## src/rtl/core/wccr_pkg.sv

```systemverilog
// shared constants, types and the srgb linearization table for the contrast checker
// no dependencies; imported by every module of the block
package wccr_pkg;

   localparam int FRAC_BITS       = 16;
   localparam int RATIO_FRAC_BITS = 8;

   localparam int CODE_W  = 8;
   localparam int LIN_W   = FRAC_BITS + 1;
   localparam int LUM_W   = FRAC_BITS + 1;
   localparam int RATIO_W = RATIO_FRAC_BITS + 5;
   localparam int ACC_W   = LUM_W + 14;
   localparam int MIX_W   = LUM_W + 5;
   localparam int NUM_W   = MIX_W + RATIO_FRAC_BITS;
   localparam int DEN_W   = MIX_W;
   localparam int TRY_W   = DEN_W + RATIO_W;

   localparam int RECIP_SHIFT = ACC_W + 4;
   localparam longint unsigned RECIP_VAL = (64'd1 << RECIP_SHIFT) / 64'd10000;
   localparam int RECIP_W  = RECIP_SHIFT - 13;
   localparam int PROD_W   = ACC_W + RECIP_W;

   localparam int LUMA_STAGES = 4;
   localparam int DIV_STAGES  = RATIO_W;
   localparam int NUM_STAGES  = LUMA_STAGES + 1 + DIV_STAGES + 1;

   localparam logic [RATIO_W-1:0] MIN_RATIO_RESET = RATIO_W'((9 << RATIO_FRAC_BITS) / 2);

   typedef logic [LIN_W-1:0] lin_table_type [256];

   typedef struct packed {
      logic [LUM_W-1:0] fg;
      logic [LUM_W-1:0] bg;
   } lum_pair_type;

   function automatic longint unsigned q31_mul(longint unsigned a, longint unsigned b);
      return (a * b + (64'd1 << 30)) >> 31;
   endfunction

   function automatic longint unsigned q31_pow5(longint unsigned z);
      longint unsigned z2;
      longint unsigned z4;
      z2 = q31_mul(z, z);
      z4 = q31_mul(z2, z2);
      return q31_mul(z4, z);
   endfunction

   function automatic longint unsigned lin_entry(longint unsigned c);
      longint unsigned n, t, s, lo, hi, mid, y, e;
      if (c * 100000 <= 1031475) begin
         return (((c * 5) << (FRAC_BITS + 1)) + 16473) / 32946;
      end
      n = 1000 * c + 14025;
      t = ((n << 32) + 269025) / 538050;
      if (t > (64'd1 << 31)) t = 64'd1 << 31;
      s = q31_mul(t, t);
      lo = 0;
      hi = 64'd1 << 31;
      for (int i = 0; i < 40; i++) begin
         if (lo < hi) begin
            mid = (lo + hi + 1) >> 1;
            if (q31_pow5(mid) <= s) lo = mid;
            else hi = mid - 1;
         end
      end
      y = q31_mul(s, lo);
      e = (y + (64'd1 << (30 - FRAC_BITS))) >> (31 - FRAC_BITS);
      if (e > (64'd1 << FRAC_BITS)) e = 64'd1 << FRAC_BITS;
      return e;
   endfunction

   function automatic lin_table_type build_lin_table();
      lin_table_type tbl;
      for (int c = 0; c < 256; c++) begin
         tbl[c] = LIN_W'(lin_entry(longint'(c)));
      end
      return tbl;
   endfunction

   localparam lin_table_type LIN_TABLE = build_lin_table();

endpackage

```

## src/rtl/core/wccr_div.sv

```systemverilog
// restoring divider, one quotient bit per register stage, luminances carried alongside
// depends on wccr_pkg; stage enables come from the top level
module wccr_div (
   input  logic                             clock,
   input  logic [wccr_pkg::DIV_STAGES-1:0]  en,
   input  logic [wccr_pkg::NUM_W-1:0]       num,
   input  logic [wccr_pkg::DEN_W-1:0]       den,
   input  wccr_pkg::lum_pair_type           lums_i,
   output logic [wccr_pkg::RATIO_W-1:0]     quotient,
   output wccr_pkg::lum_pair_type           lums_o
);
   import wccr_pkg::*;

   logic [NUM_W-1:0]   rem_ff  [DIV_STAGES];
   logic [DEN_W-1:0]   den_ff  [DIV_STAGES];
   logic [RATIO_W-1:0] q_ff    [DIV_STAGES];
   lum_pair_type       lums_ff [DIV_STAGES];

   for (genvar i = 0; i < DIV_STAGES; i++) begin : g_stage
      logic [NUM_W-1:0]   rem_src;
      logic [DEN_W-1:0]   den_src;
      logic [RATIO_W-1:0] q_src;
      lum_pair_type       lums_src;
      logic [TRY_W-1:0]   shifted;
      logic [NUM_W-1:0]   rem_in;
      logic [RATIO_W-1:0] q_in;

      if (i == 0) begin : g_first
         assign rem_src  = num;
         assign den_src  = den;
         assign q_src    = '0;
         assign lums_src = lums_i;
      end else begin : g_next
         assign rem_src  = rem_ff[i-1];
         assign den_src  = den_ff[i-1];
         assign q_src    = q_ff[i-1];
         assign lums_src = lums_ff[i-1];
      end

      always_comb begin
         shifted = TRY_W'(den_src) << (DIV_STAGES - 1 - i);
         rem_in  = rem_src;
         q_in    = q_src;
         if (TRY_W'(rem_src) >= shifted) begin
            rem_in = rem_src - NUM_W'(shifted);
            q_in[DIV_STAGES-1-i] = 1'b1;
         end
      end

      always_ff @(posedge clock) begin
         if (en[i]) begin
            rem_ff[i]  <= rem_in;
            den_ff[i]  <= den_src;
            q_ff[i]    <= q_in;
            lums_ff[i] <= lums_src;
         end
      end
   end

   assign quotient = q_ff[DIV_STAGES-1];
   assign lums_o   = lums_ff[DIV_STAGES-1];

endmodule

```

## config.mk

```make
export PLATFORM = sky130hd
export DESIGN_NAME = wccr_div
export DESIGN_NICKNAME = d
export VERILOG_FILES = /design/src/rtl/core/wccr_pkg.sv /design/src/rtl/core/wccr_div.sv
export SDC_FILE = /design/constraint.sdc
export NUM_CORES = 1
export LEC_CHECK = 0
export BUFFER_PORTS_ARGS = -buffer_cell sky130_fd_sc_hd__buf_2
export CORE_MARGIN = 2
export CORE_UTILIZATION = 40
export DETAILED_ROUTE_END_ITERATION = 8
export GPL_TIMING_DRIVEN = 0
export HOLD_SLACK_MARGIN = 0.08
export PLACE_DENSITY_LB_ADDON = 0.25
export SKIP_CTS_REPAIR_TIMING = 1
export SLEW_MARGIN = 20
export SYNTH_ARGS = -nofsm -noshare
export SYNTH_HDL_FRONTEND = slang
export SYNTH_SLANG_ARGS = --single-unit
export TNS_END_PERCENT = 20
```

## constraint.sdc

```tcl
create_clock -name clock -period 3.7 [get_ports clock]
set_clock_uncertainty 0.1 [all_clocks]
set_input_delay 0.37 -clock clock [delete_from_list [all_inputs] [get_ports clock]]
set_output_delay 0.37 -clock clock [all_outputs]
set_load 0.05 [all_outputs]
```

==> flow_summary_export.csv <==
group,metric,value,unit
status,status,"finished clean",
power_and_ir_drop,leakagePower,23.1,nW
power_and_ir_drop,p_total,39.7,mW
floorplan,initial_core_util,40.4,%
floorplan,die_x,366,µm
floorplan,fp-row-count,132,
final_layout,nFillCells,11521,
setup_path,cp_cell_sequence,"ha_1, clkbuf_1, and4_1, nand3_1, nor4_2, a2111oi_0, a221oi_2, buf_2, mux2_2",
cts,cts_buffers,116,
placed_design,post-dp-hpwl,78800,µm
logic_synthesis,synth_top_area_share,66.2,%
power_and_ir_drop,seq_power_share,44.8,%
setup_path,path_class,"register to register",
sta,hold_ws,0.120,ns
final_layout,seqCellArea,34700,µm²
sta,period_share,97.5,%
logic_synthesis,async_flop_share,0,%
drt,drt_iter0_drc,1731,
setup_path,start_kind,"register",
logic_synthesis,synth_ff_type,"edfxtp_1",
placed_design,gp_congestion,0.868,
final_layout,area_growth,15.6,%
power_and_ir_drop,swShare,29.9,%
cts,cts_tree,"yes",
setup_path,worstSetupStartpoint,"rem_ff[0][78]$_DFFE_PP_",
sta,fin_crit,3.61,ns
drt,drt_pass1_iterations,5,
drt,vias_per_cell,4.96,
cts,numClockSinks,1157,
logic_synthesis,ys_ff_latch,1157,
grt,first_global_vias,30644,
cts,cts-root-buf,"clkbuf_16",
power_and_ir_drop,power.density,653,nW/µm²
sta,finalSetupViolations,0,
logic_synthesis,synth_area,52500,µm²
logic_synthesis,yosys-top-cells-area,"edfxtp_1, ha_1, inv_1",
drt,drc,0,
grt,grt_max_degree,82,
final_layout,layout-drive-gt1-share,11.8,%
setup_path,required,4.04,ns
grt,grt_first_pass_wirelength,164000,µm
sta,worst_slack,0.0934,ns
drt,vias,30011,
cts,insertion_delay,0.70,ns
logic_synthesis,synth_top_cell_by_area,"edfxtp_1",
placed_design,dp_slack,-0.662,ns
setup_path,worstSetupEndpointType,"register",
drt,drt-total-wl,105000,µm
final_layout,multi_input_area,16300,µm²
sta,final_hold_viol_count,0,
sta,max_freq,0.277,GHz
setup_path,r2r-start,"rem_ff[0][78]$_DFFE_PP_",
final_layout,antenna_cells,0,
cts,cts.clk_slew.worst_paths,0.06,ns
floorplan,ios,147,
drt,postRouteAntennaNets,0,
floorplan,core,130000,µm²
sta,worst_pin_slew,0.935,ns
sta,relSlewSlack,37.1,%
placed_design,placed_area,55800,µm²
setup_path,slowest_delay,0.41,ns
floorplan,die_y,366,µm
cts,htreeDepth,3,
drt,wl_per_cell,17.3,µm
setup_path,critical_path_arrival,3.94,ns
power_and_ir_drop,switching_power,11.8,mW
cts,ctsLongestPathBuffers,3,
power_and_ir_drop,ir_drop,0.000378,V
logic_synthesis,synthCells,3837,
sta,slew_viol_final,0,
logic_synthesis,syn_nets,4225,
final_layout,final_cell_area,60700,µm²
sta,grt_setup_unrepaired,"true",
grt,gr-total-overflow,0,
worst_hold_path,hold_path.class,"primary input to register",
power_and_ir_drop,p_int,27.8,mW
grt,grt_usage,15.4,%
setup_path,crit_fanout,10,
power_and_ir_drop,clkPwrFrac,28.5,%
final_layout,final_nets,4600,
floorplan,die_area,134000,µm²
logic_synthesis,synth_warnings,0,
setup_path,slowest_stage,"nor4_2",
logic_synthesis,ys_types,88,
worst_hold_path,hp-start,"en[12]",
logic_synthesis,synth_edf_count,1157,
flow_run,drv_cap,0,
grt,antenna_found_initial,3,
placed_design,io_buffers,146,
power_and_ir_drop,power_frac_comb,26.7,%
logic_synthesis,avgSynthCellArea,13.7,µm²
logic_synthesis,ys_seq_area_share,66.2,%
[kinds of logic (layout without fill, tap and decap cells)]
group,Yosys count,count (layout),share of synthesized area [%]
adder cells (fa/ha/maj),288,288,7.03
flip-flops,1157,1157,66.2
XOR/XNOR,229,229,3.82
AO/OA/AOI/OAI,880,880,10.8
multiplexers,88,88,1.86
AND/OR/NAND/NOR,770,770,7.19
buffers and inverters,425,896,3.16
[power groups by stage]
stage                     Clock [mW]  Sequential (mW)  Combinational, mW
after floorplan                    0             17.7               7.76
after global placement             0             18.1               10.3
after detailed placement           0             18.0               10.4
after CTS                       11.6             17.8               10.4
after global routing            12.1             18.0               11.9
final                           11.3             17.8               10.6
[worst max-delay path, delay by kind of cell (launching register included)]
kind | cells | cell delay, ns
DFF | 1 | 0.40
AOI/OAI and AO/OA | 2 | 0.54
and+or+nand+nor | 3 | 1.02
adders and majority gates | 1 | 0.29
buffers and inverters | 2 | 0.62
muxes | 1 | 0.38
[final timing paths]
path,endpoint,slack (ns),cells past startpoint
worst max-delay path,rem_ff[0][118]$_DFFE_PP_,0.09,9
worst max register to register,rem_ff[0][118]$_DFFE_PP_,0.09,9
worst min-delay path,q_ff[1][52]$_DFFE_PP_,0.12,1
worst min register to register,lums_ff[0][239]$_DFFE_PP_,0.30,0
[layout make-up]
cell class | instances | share of cell area, %
inverters | 353 | 2.18
flip-flops and latches | 1157 | 57.2
plain buffers | 71 | 0.579
repair buffers | 258 | 3.49
clock buffers | 146 | 5.00
well taps | 1742 | 3.59
multi-input cells | 2255 | 26.8
clock inverters | 68 | 1.08
[synthesized netlist by cell type (38+ instances only)]
| library cell | instances |
|---|---|
| edfxtp_1 | 1157 |
| inv_1 | 352 |
| ha_1 | 276 |
| o21ai_0 | 252 |
| nand2_1 | 244 |
| a21oi_1 | 231 |
| nor2_1 | 176 |
| xnor2_1 | 135 |
| a21o_1 | 97 |
| xor2_1 | 94 |
| mux2_2 | 75 |
| nand3_1 | 55 |
| nand4_1 | 48 |
| nor3_1 | 41 |
| nor2b_1 | 40 |
| clkbuf_1 | 38 |
[state kept, by name, summed over array words and instances, names as in the netlist]
register  count
rem_ff      360
lums_ff     442
den_ff      264
q_ff         91
[through the flow]
stage	util, %	TNS [ns]	cells
finish	46.8	0	6050
global route	46.8	-0.268	6050
CTS	45.8	-32.36	5951
detailed placement	43.0	-29.12	5737
global placement	42.7	-41.97	5725
floorplan	-	0	3837
[metal layers]
layer,part of all wire [%],track usage (%),vias up
met5,0,0,-
met4,5.1,7.74,0
met3,2.9,2.08,260
met2,51,28.2,499
met1,41,17.6,14093
li1,-,-,15159
[placed cells by master, fill, tap and decap left out, types with 17 or more instances in the layout]
cell type | Yosys | layout
or3_1 | 17 | 17
buf_2 | 25 | 153
o21a_1 | 33 | 33
edfxtp_1 | 1157 | 1157
nor4_1 | 24 | 17
nor3_1 | 41 | 38
nand4_1 | 48 | 48
a21oi_1 | 231 | 230
inv_1 | 352 | 352
o211ai_1 | 18 | 18
nand3_1 | 55 | 54
nor2b_1 | 40 | 40
xor2_1 | 94 | 94
a31oi_1 | 32 | 31
clkbuf_1 | 38 | 57
o21ai_0 | 252 | 249
nor2_1 | 176 | 176
dlygate4sd3_1 | 0 | 98
nand2b_1 | 30 | 30
mux2_2 | 75 | 75
xnor2_1 | 135 | 135
clkbuf_16 | 0 | 117
clkinv_1 | 0 | 24
a211oi_1 | 24 | 20
a21o_1 | 97 | 97
o21bai_1 | 32 | 32
clkinv_2 | 0 | 22
ha_1 | 276 | 276
nand2_1 | 244 | 244
Power figures use the tool's default switching activity.
